**config.mk**
```make
export PLATFORM = sky130hd
export DESIGN_NAME = filled_circle_span_generator
export DESIGN_NICKNAME = d
export VERILOG_FILES = /design/src/sv/fcs_pkg.sv /design/src/sv/fcs_div.sv /design/src/sv/fcs_datapath.sv /design/src/sv/fcs_ctrl.sv /design/src/sv/filled_circle_span_generator.sv
export SDC_FILE = /design/constraint.sdc
export NUM_CORES = 1
export LEC_CHECK = 0
export BUFFER_PORTS_ARGS = -buffer_cell sky130_fd_sc_hd__buf_4
export CAP_MARGIN = 5
export CORE_UTILIZATION = 35
export CTS_CLUSTER_SIZE = 24
export DETAILED_ROUTE_END_ITERATION = 7
export SLEW_MARGIN = 15
export SYNTH_ARGS = -nofsm -noshare
export SYNTH_HDL_FRONTEND = slang
export SYNTH_SLANG_ARGS = --single-unit
```
**constraint.sdc**
```tcl
create_clock -name clk -period 6.49 [get_ports clk]
set_input_delay 0.649 -clock clk [delete_from_list [all_inputs] [get_ports clk]]
set_output_delay 0.649 -clock clk [all_outputs]
set_load 0.05 [all_outputs]
```
**src/sv/fcs_pkg.sv**
```systemverilog
// ============================================================================
// fcs_pkg : shared types and constants for the filled circle span generator
// Holds the controller states, command/status structs and the row rounding.
// ============================================================================
package fcs_pkg;

    // Fixed-point walk coordinate: 6 fraction bits, signed
    localparam int WALK_W = 13;
    // Rounded row / half-width value (0..64)
    localparam int ROW_W = 7;
    // Fraction bits and rounding half
    localparam int FRAC_BITS = 6;
    localparam logic [WALK_W-1:0] FRAC_HALF = 13'd32;
    // Opaque alpha, no blending needed
    localparam logic [7:0] ALPHA_OPAQUE = 8'hFF;

    typedef enum logic [3:0] {
        ST_IDLE,
        ST_SETUP,
        ST_SINGLE,
        ST_ROUND,
        ST_A_CHK,
        ST_A_DOWN,
        ST_A_UP,
        ST_B_CHK,
        ST_B_DOWN,
        ST_B_UP,
        ST_DX_GO,
        ST_DX_WAIT,
        ST_DY_GO,
        ST_DY_WAIT,
        ST_FLUSH
    } fcs_state_t;

    // Which span the datapath builds on a push
    typedef enum logic [1:0] {
        SPAN_ERR,
        SPAN_ZERO,
        SPAN_A,
        SPAN_B
    } fcs_span_t;

    typedef struct packed {
        logic      load;      // capture request, init walk
        logic      round;     // register rounded rows
        logic      push;      // build a span into the pending slot
        fcs_span_t span_sel;
        logic      up;        // span above the centre
        logic      mark_i;    // update row tracker i
        logic      mark_h;    // update row tracker h
        logic      div_x_go;  // start iy / radius
        logic      div_y_go;  // start ix / radius
        logic      upd_ix;    // ix += quotient
        logic      upd_iy;    // iy -= quotient
        logic      flush;     // send pending span as the last one
    } fcs_cmd_t;

    typedef struct packed {
        logic neg;        // negative radius
        logic zero;       // zero radius
        logic a_ok;       // row i not yet drawn
        logic b_ok;       // row h not yet drawn
        logic i_pos;      // row i above zero
        logic h_pos;      // row h above zero
        logic walk_more;  // i > h, keep walking
        logic div_done;
        logic out_free;   // output register can take a span
    } fcs_stat_t;

    // Round a 6-fraction-bit value to a whole row, negatives give 0
    function automatic logic [ROW_W-1:0] round6(input logic signed [WALK_W-1:0] v);
        logic [WALK_W-1:0] s;
        s = {1'b0, v[WALK_W-2:0]} + FRAC_HALF;
        return v[WALK_W-1] ? '0 : s[WALK_W-1:FRAC_BITS];
    endfunction

endpackage

```
**src/sv/fcs_div.sv**
```systemverilog
// ============================================================================
// fcs_div : small signed-by-radius divider
// Restoring division of a signed walk value by a 5-bit radius, four quotient
// bits per cycle, truncating toward zero.
// ============================================================================
module fcs_div (
    input  logic                                clk,
    input  logic                                rst_n,
    input  logic                                start,
    input  logic signed [fcs_pkg::WALK_W-1:0]   dividend,
    input  logic        [4:0]                   divisor,
    output logic signed [fcs_pkg::WALK_W-1:0]   quotient,
    output logic                                done
);

    localparam int MagW       = fcs_pkg::WALK_W - 1;
    localparam int StepsPerCy = 4;
    localparam int Cycles     = MagW / StepsPerCy;

    logic             busy_reg;
    logic             done_reg;
    logic             neg_reg;
    logic [1:0]       cnt_reg;
    logic [4:0]       rem_reg;
    logic [4:0]       den_reg;
    logic [MagW-1:0]  quo_reg;

    logic [fcs_pkg::WALK_W-1:0] mag;
    logic [4:0]       rem_next;
    logic [MagW-1:0]  quo_next;
    logic [5:0]       trial;

    // Magnitude of the dividend
    always_comb
    begin
        mag = dividend[fcs_pkg::WALK_W-1] ? (13'd0 - dividend) : dividend;
    end

    // Four restoring steps per cycle
    always_comb
    begin
        rem_next = rem_reg;
        quo_next = quo_reg;
        trial    = '0;
        for (int k = 0; k < StepsPerCy; k++)
        begin
            trial    = {rem_next, quo_next[MagW-1]};
            quo_next = {quo_next[MagW-2:0], 1'b0};
            if (trial >= {1'b0, den_reg})
            begin
                rem_next    = 5'(trial - {1'b0, den_reg});
                quo_next[0] = 1'b1;
            end
            else
            begin
                rem_next = trial[4:0];
            end
        end
    end

    // Control
    always_ff @(posedge clk or negedge rst_n)
    begin
        if (!rst_n)
        begin
            busy_reg <= 1'b0;
            done_reg <= 1'b0;
            cnt_reg  <= '0;
        end
        else
        begin
            done_reg <= 1'b0;
            if (start)
            begin
                busy_reg <= 1'b1;
                cnt_reg  <= '0;
            end
            else if (busy_reg)
            begin
                cnt_reg <= cnt_reg + 2'd1;
                if (cnt_reg == 2'(Cycles - 1))
                begin
                    busy_reg <= 1'b0;
                    done_reg <= 1'b1;
                end
            end
        end
    end

    // Operands and partial results
    always_ff @(posedge clk)
    begin
        if (start)
        begin
            neg_reg <= dividend[fcs_pkg::WALK_W-1];
            den_reg <= divisor;
            rem_reg <= '0;
            quo_reg <= mag[MagW-1:0];
        end
        else if (busy_reg)
        begin
            rem_reg <= rem_next;
            quo_reg <= quo_next;
        end
    end

    assign quotient = neg_reg ? -$signed({1'b0, quo_reg}) : $signed({1'b0, quo_reg});
    assign done     = done_reg;

endmodule

```
**src/sv/fcs_datapath.sv**
```systemverilog
// ============================================================================
// fcs_datapath : walk registers, span builder and output stage
// Keeps the fixed-point walk, the row trackers, one pending span and the
// output register; acts on commands from the controller.
// ============================================================================
module fcs_datapath #(
    parameter int MAX_RADIUS = 31
) (
    input  logic                    clk,
    input  logic                    rst_n,
    input  fcs_pkg::fcs_cmd_t       cmd,
    output fcs_pkg::fcs_stat_t      stat,
    input  logic signed [15:0]      center_x,
    input  logic signed [15:0]      center_y,
    input  logic signed [5:0]       radius,
    input  logic        [7:0]       red,
    input  logic        [7:0]       green,
    input  logic        [7:0]       blue,
    input  logic        [7:0]       alpha,
    output logic                    out_valid,
    input  logic                    out_stall,
    output logic signed [15:0]      x_left,
    output logic signed [15:0]      x_right,
    output logic signed [15:0]      y_row,
    output logic        [7:0]       span_red,
    output logic        [7:0]       span_green,
    output logic        [7:0]       span_blue,
    output logic        [7:0]       span_alpha,
    output logic                    blend_on,
    output logic                    bad_radius,
    output logic                    last_span
);

    localparam int WW = fcs_pkg::WALK_W;
    localparam int RW = fcs_pkg::ROW_W;

    // Request
    logic [15:0] cx_reg;
    logic [15:0] cy_reg;
    logic [7:0]  red_reg;
    logic [7:0]  green_reg;
    logic [7:0]  blue_reg;
    logic [7:0]  alpha_reg;
    logic [4:0]  rad_reg;
    logic        neg_reg;

    // Walk
    logic signed [WW-1:0] ix_reg;
    logic signed [WW-1:0] iy_reg;
    logic [RW-1:0] h_reg;
    logic [RW-1:0] i_reg;
    logic [RW-1:0] last_i_reg;
    logic [RW-1:0] last_h_reg;
    logic          vi_reg;
    logic          vh_reg;

    // Pending span
    logic        pend_valid_reg;
    logic [15:0] pend_xl_reg;
    logic [15:0] pend_xr_reg;
    logic [15:0] pend_yr_reg;
    logic        pend_bad_reg;

    // Output stage
    logic        out_valid_reg;
    logic [15:0] out_xl_reg;
    logic [15:0] out_xr_reg;
    logic [15:0] out_yr_reg;
    logic [7:0]  out_red_reg;
    logic [7:0]  out_green_reg;
    logic [7:0]  out_blue_reg;
    logic [7:0]  out_alpha_reg;
    logic        out_blend_reg;
    logic        out_bad_reg;
    logic        out_last_reg;

    logic [4:0]  rad_in;
    logic [RW-1:0] half;
    logic [RW-1:0] row;
    logic [15:0] span_xl;
    logic [15:0] span_xr;
    logic [15:0] span_yr;
    logic        xfer;
    logic        out_free;
    logic        div_go;
    logic signed [WW-1:0] div_num;
    logic signed [WW-1:0] div_quo;
    logic        div_done;

    // Clamp radius
    assign rad_in = (radius[4:0] > 5'(MAX_RADIUS)) ? 5'(MAX_RADIUS) : radius[4:0];

    // Divider shared by both walk updates
    assign div_go  = cmd.div_x_go || cmd.div_y_go;
    assign div_num = cmd.div_x_go ? iy_reg : ix_reg;

    fcs_div u_div (
        .clk      (clk),
        .rst_n    (rst_n),
        .start    (div_go),
        .dividend (div_num),
        .divisor  (rad_reg),
        .quotient (div_quo),
        .done     (div_done)
    );

    // Span builder
    always_comb
    begin
        case (cmd.span_sel)
            fcs_pkg::SPAN_A:
            begin
                half = h_reg;
                row  = i_reg;
            end
            fcs_pkg::SPAN_B:
            begin
                half = i_reg;
                row  = h_reg;
            end
            default:
            begin
                half = '0;
                row  = '0;
            end
        endcase
        span_xl = cx_reg - {9'd0, half};
        span_xr = cx_reg + {9'd0, half};
        span_yr = cmd.up ? (cy_reg - {9'd0, row}) : (cy_reg + {9'd0, row});
    end

    // Pending span moves out on a push behind it or on the final flush
    assign out_free = !out_valid_reg || !out_stall;
    assign xfer     = (cmd.push && pend_valid_reg) || cmd.flush;

    // Status
    always_comb
    begin
        stat.neg       = neg_reg;
        stat.zero      = (rad_reg == 5'd0);
        stat.a_ok      = (!vi_reg || last_i_reg != i_reg) && (!vh_reg || last_h_reg != i_reg);
        stat.b_ok      = (!vh_reg || last_h_reg != h_reg) && (!vi_reg || last_i_reg != h_reg)
                         && (i_reg != h_reg);
        stat.i_pos     = (i_reg != '0);
        stat.h_pos     = (h_reg != '0);
        stat.walk_more = (i_reg > h_reg);
        stat.div_done  = div_done;
        stat.out_free  = out_free;
    end

    // Control state
    always_ff @(posedge clk or negedge rst_n)
    begin
        if (!rst_n)
        begin
            pend_valid_reg <= 1'b0;
            out_valid_reg  <= 1'b0;
            vi_reg         <= 1'b0;
            vh_reg         <= 1'b0;
        end
        else
        begin
            if (cmd.load)
            begin
                vi_reg <= 1'b0;
                vh_reg <= 1'b0;
            end
            if (cmd.mark_i)
                vi_reg <= 1'b1;
            if (cmd.mark_h)
                vh_reg <= 1'b1;

            if (cmd.flush)
                pend_valid_reg <= 1'b0;
            else if (cmd.push)
                pend_valid_reg <= 1'b1;

            if (xfer)
                out_valid_reg <= 1'b1;
            else if (!out_stall)
                out_valid_reg <= 1'b0;
        end
    end

    // Request and walk payload
    always_ff @(posedge clk)
    begin
        if (cmd.load)
        begin
            cx_reg    <= center_x;
            cy_reg    <= center_y;
            red_reg   <= red;
            green_reg <= green;
            blue_reg  <= blue;
            alpha_reg <= alpha;
            neg_reg   <= radius[5];
            rad_reg   <= rad_in;
            ix_reg    <= '0;
            iy_reg    <= $signed({2'b00, rad_in, 6'b000000});
        end
        if (cmd.round)
        begin
            h_reg <= fcs_pkg::round6(ix_reg);
            i_reg <= fcs_pkg::round6(iy_reg);
        end
        if (cmd.mark_i)
            last_i_reg <= i_reg;
        if (cmd.mark_h)
            last_h_reg <= h_reg;
        if (cmd.upd_ix)
            ix_reg <= ix_reg + div_quo;
        if (cmd.upd_iy)
            iy_reg <= iy_reg - div_quo;
    end

    // Pending span payload
    always_ff @(posedge clk)
    begin
        if (cmd.push)
        begin
            if (cmd.span_sel == fcs_pkg::SPAN_ERR)
            begin
                pend_xl_reg  <= '0;
                pend_xr_reg  <= '0;
                pend_yr_reg  <= '0;
                pend_bad_reg <= 1'b1;
            end
            else
            begin
                pend_xl_reg  <= span_xl;
                pend_xr_reg  <= span_xr;
                pend_yr_reg  <= span_yr;
                pend_bad_reg <= 1'b0;
            end
        end
    end

    // Output register payload; error result carries no colour
    always_ff @(posedge clk)
    begin
        if (xfer)
        begin
            out_xl_reg    <= pend_xl_reg;
            out_xr_reg    <= pend_xr_reg;
            out_yr_reg    <= pend_yr_reg;
            out_red_reg   <= pend_bad_reg ? 8'd0 : red_reg;
            out_green_reg <= pend_bad_reg ? 8'd0 : green_reg;
            out_blue_reg  <= pend_bad_reg ? 8'd0 : blue_reg;
            out_alpha_reg <= pend_bad_reg ? 8'd0 : alpha_reg;
            out_blend_reg <= !pend_bad_reg && (alpha_reg != fcs_pkg::ALPHA_OPAQUE);
            out_bad_reg   <= pend_bad_reg;
            out_last_reg  <= cmd.flush;
        end
    end

    assign out_valid  = out_valid_reg;
    assign x_left     = out_xl_reg;
    assign x_right    = out_xr_reg;
    assign y_row      = out_yr_reg;
    assign span_red   = out_red_reg;
    assign span_green = out_green_reg;
    assign span_blue  = out_blue_reg;
    assign span_alpha = out_alpha_reg;
    assign blend_on   = out_blend_reg;
    assign bad_radius = out_bad_reg;
    assign last_span  = out_last_reg;

    // Checks
    ap_xfer_free: assert property (@(posedge clk) disable iff (!rst_n)
        (cmd.push || cmd.flush) |-> (!out_valid_reg || !out_stall))
        else $error("span moved into a busy output register");

    ap_flush_pend: assert property (@(posedge clk) disable iff (!rst_n)
        cmd.flush |-> pend_valid_reg)
        else $error("flush with no pending span");

    ap_flush_clear: assert property (@(posedge clk) disable iff (!rst_n)
        cmd.flush |=> !pend_valid_reg)
        else $error("pending span left after flush");

    ap_bad_last: assert property (@(posedge clk) disable iff (!rst_n)
        (out_valid_reg && out_bad_reg) |-> out_last_reg)
        else $error("error result not marked last");

endmodule

```
**src/sv/fcs_ctrl.sv**
```systemverilog
// ============================================================================
// fcs_ctrl : span generator sequencer
// Steps through setup, one span for a negative or zero radius, the per-row
// emit checks, the two divisions of each walk step and the final flush.
// ============================================================================
module fcs_ctrl (
    input  logic                clk,
    input  logic                rst_n,
    input  logic                in_valid,
    output logic                in_stall,
    input  fcs_pkg::fcs_stat_t  stat,
    output fcs_pkg::fcs_cmd_t   cmd
);

    fcs_pkg::fcs_state_t state_reg;
    fcs_pkg::fcs_state_t state_next;

    // State register
    always_ff @(posedge clk or negedge rst_n)
    begin
        if (!rst_n)
            state_reg <= fcs_pkg::ST_IDLE;
        else
            state_reg <= state_next;
    end

    // Next state
    always_comb
    begin
        state_next = state_reg;
        case (state_reg)
            fcs_pkg::ST_IDLE:
                if (in_valid)
                    state_next = fcs_pkg::ST_SETUP;
            fcs_pkg::ST_SETUP:
                state_next = (stat.neg || stat.zero) ? fcs_pkg::ST_SINGLE : fcs_pkg::ST_ROUND;
            fcs_pkg::ST_SINGLE:
                if (stat.out_free)
                    state_next = fcs_pkg::ST_FLUSH;
            fcs_pkg::ST_ROUND:
                state_next = fcs_pkg::ST_A_CHK;
            fcs_pkg::ST_A_CHK:
                state_next = stat.a_ok ? fcs_pkg::ST_A_DOWN : fcs_pkg::ST_B_CHK;
            fcs_pkg::ST_A_DOWN:
                if (stat.out_free)
                    state_next = stat.i_pos ? fcs_pkg::ST_A_UP : fcs_pkg::ST_B_CHK;
            fcs_pkg::ST_A_UP:
                if (stat.out_free)
                    state_next = fcs_pkg::ST_B_CHK;
            fcs_pkg::ST_B_CHK:
                state_next = stat.b_ok ? fcs_pkg::ST_B_DOWN : fcs_pkg::ST_DX_GO;
            fcs_pkg::ST_B_DOWN:
                if (stat.out_free)
                    state_next = stat.h_pos ? fcs_pkg::ST_B_UP : fcs_pkg::ST_DX_GO;
            fcs_pkg::ST_B_UP:
                if (stat.out_free)
                    state_next = fcs_pkg::ST_DX_GO;
            fcs_pkg::ST_DX_GO:
                state_next = fcs_pkg::ST_DX_WAIT;
            fcs_pkg::ST_DX_WAIT:
                if (stat.div_done)
                    state_next = fcs_pkg::ST_DY_GO;
            fcs_pkg::ST_DY_GO:
                state_next = fcs_pkg::ST_DY_WAIT;
            fcs_pkg::ST_DY_WAIT:
                if (stat.div_done)
                    state_next = stat.walk_more ? fcs_pkg::ST_ROUND : fcs_pkg::ST_FLUSH;
            fcs_pkg::ST_FLUSH:
                if (stat.out_free)
                    state_next = fcs_pkg::ST_IDLE;
            default:
                state_next = fcs_pkg::ST_IDLE;
        endcase
    end

    // Commands
    always_comb
    begin
        cmd      = '0;
        in_stall = (state_reg != fcs_pkg::ST_IDLE);
        case (state_reg)
            fcs_pkg::ST_IDLE:
                cmd.load = in_valid;
            fcs_pkg::ST_SINGLE:
            begin
                cmd.push     = stat.out_free;
                cmd.span_sel = stat.neg ? fcs_pkg::SPAN_ERR : fcs_pkg::SPAN_ZERO;
            end
            fcs_pkg::ST_ROUND:
                cmd.round = 1'b1;
            fcs_pkg::ST_A_DOWN:
            begin
                cmd.push     = stat.out_free;
                cmd.mark_i   = stat.out_free;
                cmd.span_sel = fcs_pkg::SPAN_A;
            end
            fcs_pkg::ST_A_UP:
            begin
                cmd.push     = stat.out_free;
                cmd.span_sel = fcs_pkg::SPAN_A;
                cmd.up       = 1'b1;
            end
            fcs_pkg::ST_B_DOWN:
            begin
                cmd.push     = stat.out_free;
                cmd.mark_h   = stat.out_free;
                cmd.span_sel = fcs_pkg::SPAN_B;
            end
            fcs_pkg::ST_B_UP:
            begin
                cmd.push     = stat.out_free;
                cmd.span_sel = fcs_pkg::SPAN_B;
                cmd.up       = 1'b1;
            end
            fcs_pkg::ST_DX_GO:
                cmd.div_x_go = 1'b1;
            fcs_pkg::ST_DX_WAIT:
                cmd.upd_ix = stat.div_done;
            fcs_pkg::ST_DY_GO:
                cmd.div_y_go = 1'b1;
            fcs_pkg::ST_DY_WAIT:
                cmd.upd_iy = stat.div_done;
            fcs_pkg::ST_FLUSH:
                cmd.flush = stat.out_free;
            default:
                cmd = '0;
        endcase
    end

    // Checks
    ap_push_flush: assert property (@(posedge clk) disable iff (!rst_n)
        !(cmd.push && cmd.flush))
        else $error("push and flush in the same cycle");

    ap_load_idle: assert property (@(posedge clk) disable iff (!rst_n)
        cmd.load |=> (state_reg == fcs_pkg::ST_SETUP))
        else $error("request load did not start setup");

    ap_div_wait: assert property (@(posedge clk) disable iff (!rst_n)
        (cmd.div_x_go || cmd.div_y_go) |=> !stat.div_done)
        else $error("divider done right after start");

endmodule

```
**src/sv/filled_circle_span_generator.sv**
```systemverilog
// ============================================================================
// filled_circle_span_generator : horizontal spans filling a disc
// A request is taken only while idle, once the previous disc's last span is flushed.
// A negative or zero radius gives a single span. Each walk step runs the two
// radius divisions in one shared divider (4 bits per cycle).
// Reset clears the sequencer and the output valid; no request is in flight.
// ============================================================================
module filled_circle_span_generator #(
    parameter int MAX_RADIUS = 31
) (
    input  logic                clk,
    input  logic                rst_n,
    input  logic                in_valid,
    output logic                in_stall,
    input  logic signed [15:0]  center_x,
    input  logic signed [15:0]  center_y,
    input  logic signed [5:0]   radius,
    input  logic        [7:0]   red,
    input  logic        [7:0]   green,
    input  logic        [7:0]   blue,
    input  logic        [7:0]   alpha,
    output logic                out_valid,
    input  logic                out_stall,
    output logic signed [15:0]  x_left,
    output logic signed [15:0]  x_right,
    output logic signed [15:0]  y_row,
    output logic        [7:0]   span_red,
    output logic        [7:0]   span_green,
    output logic        [7:0]   span_blue,
    output logic        [7:0]   span_alpha,
    output logic                blend_on,
    output logic                bad_radius,
    output logic                last_span
);

    fcs_pkg::fcs_cmd_t  cmd;
    fcs_pkg::fcs_stat_t stat;

    // Sequencer
    fcs_ctrl u_ctrl (
        .clk      (clk),
        .rst_n    (rst_n),
        .in_valid (in_valid),
        .in_stall (in_stall),
        .stat     (stat),
        .cmd      (cmd)
    );

    // Walk, span builder and output register
    fcs_datapath #(
        .MAX_RADIUS (MAX_RADIUS)
    ) u_datapath (
        .clk        (clk),
        .rst_n      (rst_n),
        .cmd        (cmd),
        .stat       (stat),
        .center_x   (center_x),
        .center_y   (center_y),
        .radius     (radius),
        .red        (red),
        .green      (green),
        .blue       (blue),
        .alpha      (alpha),
        .out_valid  (out_valid),
        .out_stall  (out_stall),
        .x_left     (x_left),
        .x_right    (x_right),
        .y_row      (y_row),
        .span_red   (span_red),
        .span_green (span_green),
        .span_blue  (span_blue),
        .span_alpha (span_alpha),
        .blend_on   (blend_on),
        .bad_radius (bad_radius),
        .last_span  (last_span)
    );

endmodule
```
==> impl_metrics.env, run 1 <==
export IMPL_skew_ns=0.0215
export IMPL_rrSetupSlack_ns=0.14
export IMPL_root_buffer="clkbuf_16"
export IMPL_fin_tns_setup_ns=0
export IMPL_min_to="u_datapath.cy_reg[6]"
export IMPL_maxSlewHeadroom=0.333
export IMPL_reg2reg_depth=29
export IMPL_grt_pass1_vias=9942
export IMPL_ys_seq_area_frac=0.570
export IMPL_htree_levels=2
export IMPL_cts_clk_slew_worst_paths_ns=0.06
export IMPL_r2r_start="u_datapath.u_div.quo_reg[11]"
export IMPL_reg2reg_to="u_datapath.u_div.rem_reg[2]"
export IMPL_report_final_slew_viol_count=0
export IMPL_core_um2=42100
export IMPL_drt_wl_total_mm=34.2
export IMPL_dieArea_um2=43800
export IMPL_finalNonFillerCells=2022
export IMPL_crit_family="compound AO/OA/AOI/OAI gates"
export IMPL_initial_core_util=0.357
export IMPL_synthFlopType="edfxtp_1"
export IMPL_ant_nets=0
export IMPL_antenna_cells=0
export IMPL_async_flop_share=0.0415
export IMPL_synth_fp_nets=1437
export IMPL_grt_pass1_wl_mm=53.4
export IMPL_setup_viol=0
export IMPL_drcViolationCount=0
export IMPL_cp_slowest_cell="or4b_1"
export IMPL_port_buffers=158
export IMPL_critical_path_class="flip-flop to flip-flop"
export IMPL_cts_buffers=34
export IMPL_vias=10141
export IMPL_crit_start="u_datapath.u_div.quo_reg[11]"
export IMPL_synth_edf_count=272
export IMPL_fmax_ghz=0.158
export IMPL_synth_distinct_cells=73
export IMPL_hold_path_depth=1
export IMPL_gr_usage_all_layers=0.156
export IMPL_synthMostInstantiatedCell="edfxtp_1"
export IMPL_fillers=3829
export IMPL_nets=1628
export IMPL_arrival_ns=6.84
export IMPL_critPathLaunchType="flip-flop"
export IMPL_outcome="finished clean"
export IMPL_cts_tree="done"
export IMPL_synth_cells=1267
export IMPL_drive_above_1_share=0.204
export IMPL_viasPerCell=5.02
export IMPL_fin_area_um2=18400
export IMPL_clock_path_buffers=3
export IMPL_grt_max_degree=59
export IMPL_wire_per_inst_um=16.9
export IMPL_tightest_slew_ns=0.998
export IMPL_slowest_delay_ns=0.46
export IMPL_antenna_found_initial=0
export IMPL_netlist_area_um2=15000
export IMPL_yosysWarningCount=0
export IMPL_clkSinkCount=289
export IMPL_place_gp_congestion=0.839
export IMPL_area_delta_synth_final_pct=22.6
export IMPL_hpwlAfterDp_mm=24.8
export IMPL_path_max_fanout=6
export IMPL_synth_top_area_share=0.543
export IMPL_critPathRequiredTime_ns=6.98
export IMPL_period_minus_slack_ns=6.35
export IMPL_die_width_um=209
export IMPL_ys_seq_elements=289
export IMPL_drv_cap=0
export IMPL_clk_latency_ns=0.55
export IMPL_drt_iter0_drc=644
export IMPL_die_h_um=209
export IMPL_fin_crit_sh=0.978
export IMPL_rsz0062_at_grt="true"
export IMPL_avgSynthCellArea_um2=11.9
export IMPL_synth_area_leaders="edfxtp_1 54%, ha_1 7.2%, xnor2_1 5.0%"
export IMPL_gr_total_overflow=0
export IMPL_finalHoldViolCount=0
export IMPL_io_pins=159
export IMPL_hp_start="center_y[6]"
export IMPL_holdCritPathClass="primary input to flip-flop"
export IMPL_num_rows=75
export IMPL_cp_num_buf_inv=4
export IMPL_netlist_top_cells_count="272 x edfxtp_1, 125 x nor2_1, 87 x ha_1"
export IMPL_drt_pass1_iter_count=4
export IMPL_placed_cells=1954
export IMPL_placed_area_um2=17100
export IMPL_endpoint_kind="flip-flop"
export IMPL_yosysTopAreaCell="edfxtp_1"
cell type report:
class / instances / area, um2 / area share
Inverter: 74 / 279 / 0.0151
Clock inverter: 21 / 277 / 0.0150
Multi-Input combinational cell: 858 / 6240 / 0.339
Timing Repair Buffer: 201 / 1520 / 0.0824
Clock buffer: 40 / 873 / 0.0474
Sequential cell: 289 / 8570 / 0.465
Tap cell: 539 / 674 / 0.0366
through the flow:
| step | hold slack (ns) | utilization | setup slack, ns |
|---|---|---|---|
| final | 0.274 | 0.437 | 0.142 |
| after global routing | 0.244 | 0.437 | -0.193 |
| after CTS | 0.240 | 0.434 | 0.0160 |
| after detailed placement | 0.405 | 0.405 | -0.129 |
| after global placement | 0.403 | 0.405 | -0.0730 |
| after floorplan | 0.353 | - | 0.00192 |
layout by cell type, fill, tap and decap left out, types with 46 or more instances in the layout:
master,netlist,routed
a21oi_1,61,57
buf_4,1,198
edfxtp_1,272,272
ha_1,87,80
inv_1,73,70
nand2_1,70,69
nor2_1,125,121
nor2b_1,46,46
o21ai_0,60,57
xnor2_1,86,86
what timing repair did:
action	4_1_cts	5_1_grt
hold buffers	1	0
buffers inserted	0	6
hold endpoints to repair	12	0
resized for setup	9	20
setup endpoints to repair	6	6
pin swaps	0	10
worst max-delay path by stage:
| stage | to | slack (ns) | cells after the start |
|---|---|---|---|
| after floorplan | u_datapath.u_div.rem_reg[2] | 0.002 | 31 |
| after global placement | u_datapath.u_div.rem_reg[3] | -0.07 | 32 |
| after detailed placement | u_datapath.u_div.rem_reg[4] | -0.13 | 32 |
| after CTS | u_datapath.u_div.rem_reg[4] | 0.02 | 32 |
| after global routing | u_datapath.u_div.rem_reg[2] | -0.19 | 32 |
| final | u_datapath.u_div.rem_reg[2] | 0.14 | 29 |
per-layer routing:
| layer | vias to the layer above | routed length [um] | track usage | part of all wire |
|---|---|---|---|---|
| li1 | 4996 | - | - | - |
| met1 | 4860 | 15300 | 0.205 | 0.45 |
| met2 | 225 | 16400 | 0.258 | 0.48 |
| met3 | 60 | 1490 | 0.0245 | 0.044 |
| met4 | 0 | 997 | 0.0598 | 0.029 |
| met5 | - | 0 | 0 | 0 |
cell families after synthesis:
kind of cell | count (synthesis) | synth area share
AND/OR/NAND/NOR | 372 | 0.121
flip-flops | 289 | 0.570
AO/OA/AOI/OAI | 239 | 0.104
XOR/XNOR | 125 | 0.0728
buffers and inverters | 120 | 0.0304
adder cells (fa/ha/maj) | 96 | 0.0844
multiplexers | 26 | 0.0182
Power of run 1 is not shown: default switching activity piles up to over one toggle a cycle in this logic, so the estimate is an artifact.
==> run 2, diff against run 1 <==
--- a/config.mk
+++ b/config.mk
@@ -13,4 +13,5 @@
 export SLEW_MARGIN = 15
 export SYNTH_ARGS = -nofsm -noshare
 export SYNTH_HDL_FRONTEND = slang
+export SYNTH_HIERARCHICAL = 1
 export SYNTH_SLANG_ARGS = --single-unit
==> impl_metrics.env, run 2 <==
export IMPL_gr_usage_all_layers=0.153
export IMPL_finalHoldViolCount=0
export IMPL_holdCritPathClass="primary input to flip-flop"
export IMPL_drt_wl_total_mm=34.0
export IMPL_async_flop_share=0.0415
export IMPL_grt_pass1_wl_mm=53.8
export IMPL_fin_area_um2=19000
export IMPL_fin_crit_sh=1.06
export IMPL_drcViolationCount=0
export IMPL_synth_area_leaders="edfxtp_1 53%, ha_1 7.1%, xnor2_1 4.8%"
export IMPL_wire_per_inst_um=16.1
export IMPL_synth_top_area_share=0.528
export IMPL_cts_buffers=35
export IMPL_synthMostInstantiatedCell="edfxtp_1"
export IMPL_arrival_ns=7.29
export IMPL_setup_viol=6
export IMPL_antenna_cells=0
export IMPL_critPathLaunchType="flip-flop"
export IMPL_place_gp_congestion=0.858
export IMPL_endpoint_kind="flip-flop"
export IMPL_critical_path_class="flip-flop to flip-flop"
export IMPL_cts_tree="done"
export IMPL_clock_path_buffers=3
export IMPL_placed_area_um2=17600
export IMPL_drt_iter0_drc=508
export IMPL_path_max_fanout=5
export IMPL_synth_edf_count=272
export IMPL_ant_nets=0
export IMPL_viasPerCell=4.77
export IMPL_root_buffer="clkbuf_16"
export IMPL_ys_seq_area_frac=0.554
export IMPL_hpwlAfterDp_mm=24.6
export IMPL_drive_above_1_share=0.242
export IMPL_grt_pass1_vias=10055
export IMPL_port_buffers=158
export IMPL_slowest_delay_ns=0.53
export IMPL_vias=10053
export IMPL_reg2reg_depth=30
export IMPL_critPathRequiredTime_ns=6.93
export IMPL_yosysWarningCount=6
export IMPL_yosysTopAreaCell="edfxtp_1"
export IMPL_area_delta_synth_final_pct=23.0
export IMPL_core_um2=43400
export IMPL_netlist_top_cells_count="272 x edfxtp_1, 122 x nor2_1, 88 x ha_1"
export IMPL_netlist_area_um2=15500
export IMPL_grt_max_degree=57
export IMPL_initial_core_util=0.357
export IMPL_io_pins=159
export IMPL_tightest_slew_ns=0.999
export IMPL_synth_fp_nets=1461
export IMPL_clk_latency_ns=0.54
export IMPL_period_minus_slack_ns=6.85
export IMPL_die_width_um=212
export IMPL_cts_clk_slew_worst_paths_ns=0.06
export IMPL_ys_seq_elements=289
export IMPL_skew_ns=0.0125
export IMPL_num_rows=76
export IMPL_die_h_um=212
export IMPL_clkSinkCount=289
export IMPL_place_ws_ns=-0.531
export IMPL_dieArea_um2=45000
export IMPL_fin_util=0.439
export IMPL_hold_path_depth=1
export IMPL_report_final_slew_viol_count=0
export IMPL_maxSlewHeadroom=0.333
export IMPL_fmax_ghz=0.146
export IMPL_layout_common_cells="272 x edfxtp_1, 218 x buf_4, 115 x nor2_1"
export IMPL_htree_levels=2
export IMPL_failed_checks="negative setup slack"
export IMPL_synthFlopType="edfxtp_1"
export IMPL_gr_total_overflow=0
export IMPL_drt_pass1_iter_count=4
export IMPL_outcome="complete, but fails checks"
export IMPL_cp_slowest_cell="or4b_1"
export IMPL_hold_slack_ns=0.285
export IMPL_antenna_found_initial=0
export IMPL_rsz0062_at_grt="true"
export IMPL_final_common_cell="edfxtp_1"
export IMPL_drv_cap=0
export IMPL_setup_slack_ns=-0.362
export IMPL_synth_distinct_cells=88
export IMPL_synth_cells=1290
export IMPL_avgSynthCellArea_um2=12.0
export IMPL_nets=1669
[run 2: changes by cell type after synthesis, moves of 7 or more]
cell,change
a21o_1,+15
a21oi_1,-10
a22oi_1,-10
and2_1,+7
and3_1,-7
mux2_2,+21
mux2i_1,-8
nand2b_1,+7
nand4_1,-9
nor2b_1,+16
nor3_1,-9
o21ai_0,-20
o21ai_1,+9
xor2_1,+9
[run 2: worst paths after layout]
check / slack (ns) / endpoint / from
max: -0.36 / u_datapath/u_div/rem_reg[1] / u_datapath/u_div/quo_reg[11]
min: 0.29 / u_datapath/cx_reg[1] / center_x[1]
max reg2reg: -0.36 / u_datapath/u_div/rem_reg[1] / u_datapath/u_div/quo_reg[11]
min reg2reg: 0.42 / u_datapath/x_right[9] / u_datapath/pend_xr_reg[9]
max in group asynchronous: 5.82 / u_datapath/vh_reg / rst_n
min in group asynchronous: 0.50 / u_datapath/u_div/cnt_reg[1] / rst_n
[run 2: cell families after synthesis]
kind of cell               after synthesis  share of synthesized area
muxes                                   41                     0.0298
DFF                                    289                      0.554
xor gates and xnor gates               133                     0.0753
adders and majority gates               97                     0.0828
AOI/OAI and AO/OA                      217                     0.0962
and+or+nand+nor                        386                      0.127
buffers and inverters                  127                     0.0347
[run 2: worst max-delay path, delay by kind of cell, from the launching register on]
family	cells	cell delay, ns
AOI/OAI and AO/OA	14	2.12
adders and majority gates	5	1.52
and+or+nand+nor	5	1.28
muxes	4	1.27
DFF	1	0.39
buffers and inverters	2	0.14
[run 2: area by class of cell]
| type | instances | area (um2) |
|---|---|---|
| inverter | 76 | 285 |
| clock inverter | 21 | 216 |
| multi-input combinational | 874 | 6650 |
| tap | 585 | 732 |
| sequential | 289 | 8570 |
| clock buffer | 40 | 895 |
| fill | 4039 | 24300 |
| timing repair buffer | 222 | 1680 |
[run 2: routing by layer]
metal / vias up / wire length [um] / global-route usage
li1: 5056 / - / -
met1: 4769 / 15100 / 0.195
met2: 175 / 16800 / 0.261
met3: 53 / 1200 / 0.0253
met4: 0 / 882 / 0.0576
met5: - / 0 / 0
[run 2: stage by stage]
| stage | instances | setup TNS, ns |
|---|---|---|
| final | 2107 | -1.22 |
| after global routing | 2107 | -2.95 |
| after CTS | 2104 | -1.09 |
| after detailed placement | 2026 | -2.56 |
| after global placement | 2026 | -1.61 |
| after floorplan | 1290 | -1.49 |
[run 2: repair_timing]
| item | 4_1_cts | 5_1_grt |
|---|---|---|
| buffers inserted | 16 | 3 |
| setup endpoints to repair | 6 | 6 |
| gates cloned | 0 | 0 |
| pin swaps | 14 | 4 |
| endpoints found under the hold margin | 12 | 0 |
| hold buffers | 1 | 0 |
| gates resized for setup | 12 | 9 |
Power of run 2 is left out for the same reason.
==> run 3, diff against run 2 <==
--- a/config.mk
+++ b/config.mk
@@ -10,6 +10,7 @@
 export CORE_UTILIZATION = 35
 export CTS_CLUSTER_SIZE = 24
 export DETAILED_ROUTE_END_ITERATION = 7
+export GPL_TIMING_DRIVEN = 0
 export SLEW_MARGIN = 15
 export SYNTH_ARGS = -nofsm -noshare
 export SYNTH_HDL_FRONTEND = slang
==> impl_metrics.env, run 3 (synthesis results as in run 2) <==
export IMPL_drt_iter0_drc=508
export IMPL_initial_core_util=0.357
export IMPL_drive_above_1_share=0.225
export IMPL_fillers=4038
export IMPL_cts_tree="done"
export IMPL_drcViolationCount=0
export IMPL_viasPerCell=4.85
export IMPL_nets=1686
export IMPL_rsz0062_at_grt="true"
export IMPL_fin_tns_setup_ns=-2.90
export IMPL_holdCritPathClass="primary input to flip-flop"
export IMPL_critical_path_class="flip-flop to flip-flop"
export IMPL_ant_nets=0
export IMPL_grt_pass1_vias=10167
export IMPL_gr_usage_all_layers=0.155
export IMPL_hpwlAfterDp_mm=25.9
export IMPL_final_common_cell="edfxtp_1"
export IMPL_fin_crit_sh=1.10
export IMPL_path_max_fanout=8
export IMPL_drt_wl_total_mm=34.7
export IMPL_arrival_ns=7.58
export IMPL_die_h_um=212
export IMPL_gr_total_overflow=0
export IMPL_drv_cap=0
export IMPL_outcome="complete, but fails checks"
export IMPL_tightest_slew_ns=0.772
export IMPL_die_width_um=212
export IMPL_setup_slack_ns=-0.660
export IMPL_slowest_delay_ns=0.53
export IMPL_skew_ns=0.0288
export IMPL_report_final_slew_viol_count=0
export IMPL_critPathRequiredTime_ns=6.92
export IMPL_seqCellArea_um2=8570
export IMPL_port_buffers=158
export IMPL_root_buffer="clkbuf_16"
export IMPL_io_pins=159
export IMPL_cp_slowest_cell="or4b_4"
export IMPL_core_um2=43400
export IMPL_endpoint_kind="flip-flop"
export IMPL_fmax_ghz=0.140
export IMPL_finalHoldViolCount=0
export IMPL_grt_pass1_wl_mm=54.1
export IMPL_vias=10286
export IMPL_htree_levels=2
export IMPL_layout_common_cells="272 x edfxtp_1, 187 x buf_4, 117 x nor2_1"
export IMPL_critPathLaunchType="flip-flop"
export IMPL_multiInputGateArea_um2=6610
export IMPL_setup_viol=6
export IMPL_area_delta_synth_final_pct=22.8
export IMPL_clkSinkCount=289
export IMPL_wire_per_inst_um=16.4
export IMPL_clock_path_buffers=3
export IMPL_failed_checks="negative setup slack"
export IMPL_cts_buffers=34
export IMPL_period_minus_slack_ns=7.15
export IMPL_drt_pass1_iter_count=4
export IMPL_cts_clk_slew_worst_paths_ns=0.06
export IMPL_place_gp_congestion=0.874
export IMPL_num_rows=76
export IMPL_antenna_found_initial=0
export IMPL_clk_latency_ns=0.54
export IMPL_antenna_cells=0
export IMPL_dieArea_um2=45000
export IMPL_maxSlewHeadroom=0.484
export IMPL_grt_max_degree=64
-- run 3: metrics by stage --
stage          worst slack (ns)   util  std cells  hold WS (ns)  area [um2]
3_5_place_dp              -1.23  0.408       2040         0.405       17700
4_1_cts                  -0.707  0.435       2107         0.248       18900
2_1_floorplan            -0.507      -       1290         0.353       15600
6_report                 -0.660  0.438       2121         0.285       19000
3_3_place_gp              -1.20  0.404       2033         0.404       17500
5_1_grt                  -0.876  0.438       2121         0.254       19000
-- run 3: final cells by class --
| cell class | count | area share |
|---|---|---|
| buffer | 51 | 0.0132 |
| tap | 585 | 0.0385 |
| timing repair buffer | 189 | 0.0794 |
| sequential | 289 | 0.451 |
| clock buffer | 37 | 0.0465 |
| clock inverter | 20 | 0.00869 |
| multi-input combinational | 874 | 0.348 |
| inverter | 76 | 0.0152 |
-- run 3: path summary, 6_finish.rpt --
check	depth (start not counted)	end	slack, ns	start
max in group asynchronous	2	u_ctrl/state_reg[3]	5.81	rst_n
hold reg to reg	0	u_datapath/x_left[14]	0.41	u_datapath/pend_xl_reg[14]
setup reg to reg	31	u_datapath/u_div/rem_reg[1]	-0.66	u_datapath/u_div/quo_reg[11]
min in group asynchronous	2	u_ctrl/state_reg[1]	0.50	rst_n
setup / recovery	31	u_datapath/u_div/rem_reg[1]	-0.66	u_datapath/u_div/quo_reg[11]
hold / removal	1	u_datapath/cy_reg[13]	0.29	center_y[13]
-- run 3: timing repair --
item / in CTS / in global routing
buffers inserted: 10 / 14
setup endpoints to repair: 6 / 6
endpoints found under the hold margin: 12 / 0
hold buffers: 1 / 0
pin swaps: 6 / 6
resized for setup: 8 / 6
-- run 3: metal layers --
| layer | GRT usage | share of wire |
|---|---|---|
| met5 | 0 | 0 |
| met4 | 0.0593 | 0.031 |
| met3 | 0.0310 | 0.041 |
| met2 | 0.266 | 0.49 |
| met1 | 0.190 | 0.44 |
-- run 3: worst max-delay path, delay by kind of cell, from the launching register on --
| kind | cells | cell delay, ns |
|---|---|---|
| mux | 4 | 1.33 |
| fa+ha+maj | 5 | 1.38 |
| simple gates | 3 | 1.02 |
| compound gates | 15 | 2.47 |
| buf+inv | 4 | 0.44 |
| flops | 1 | 0.43 |
Power of run 3 is left out for the same reason.
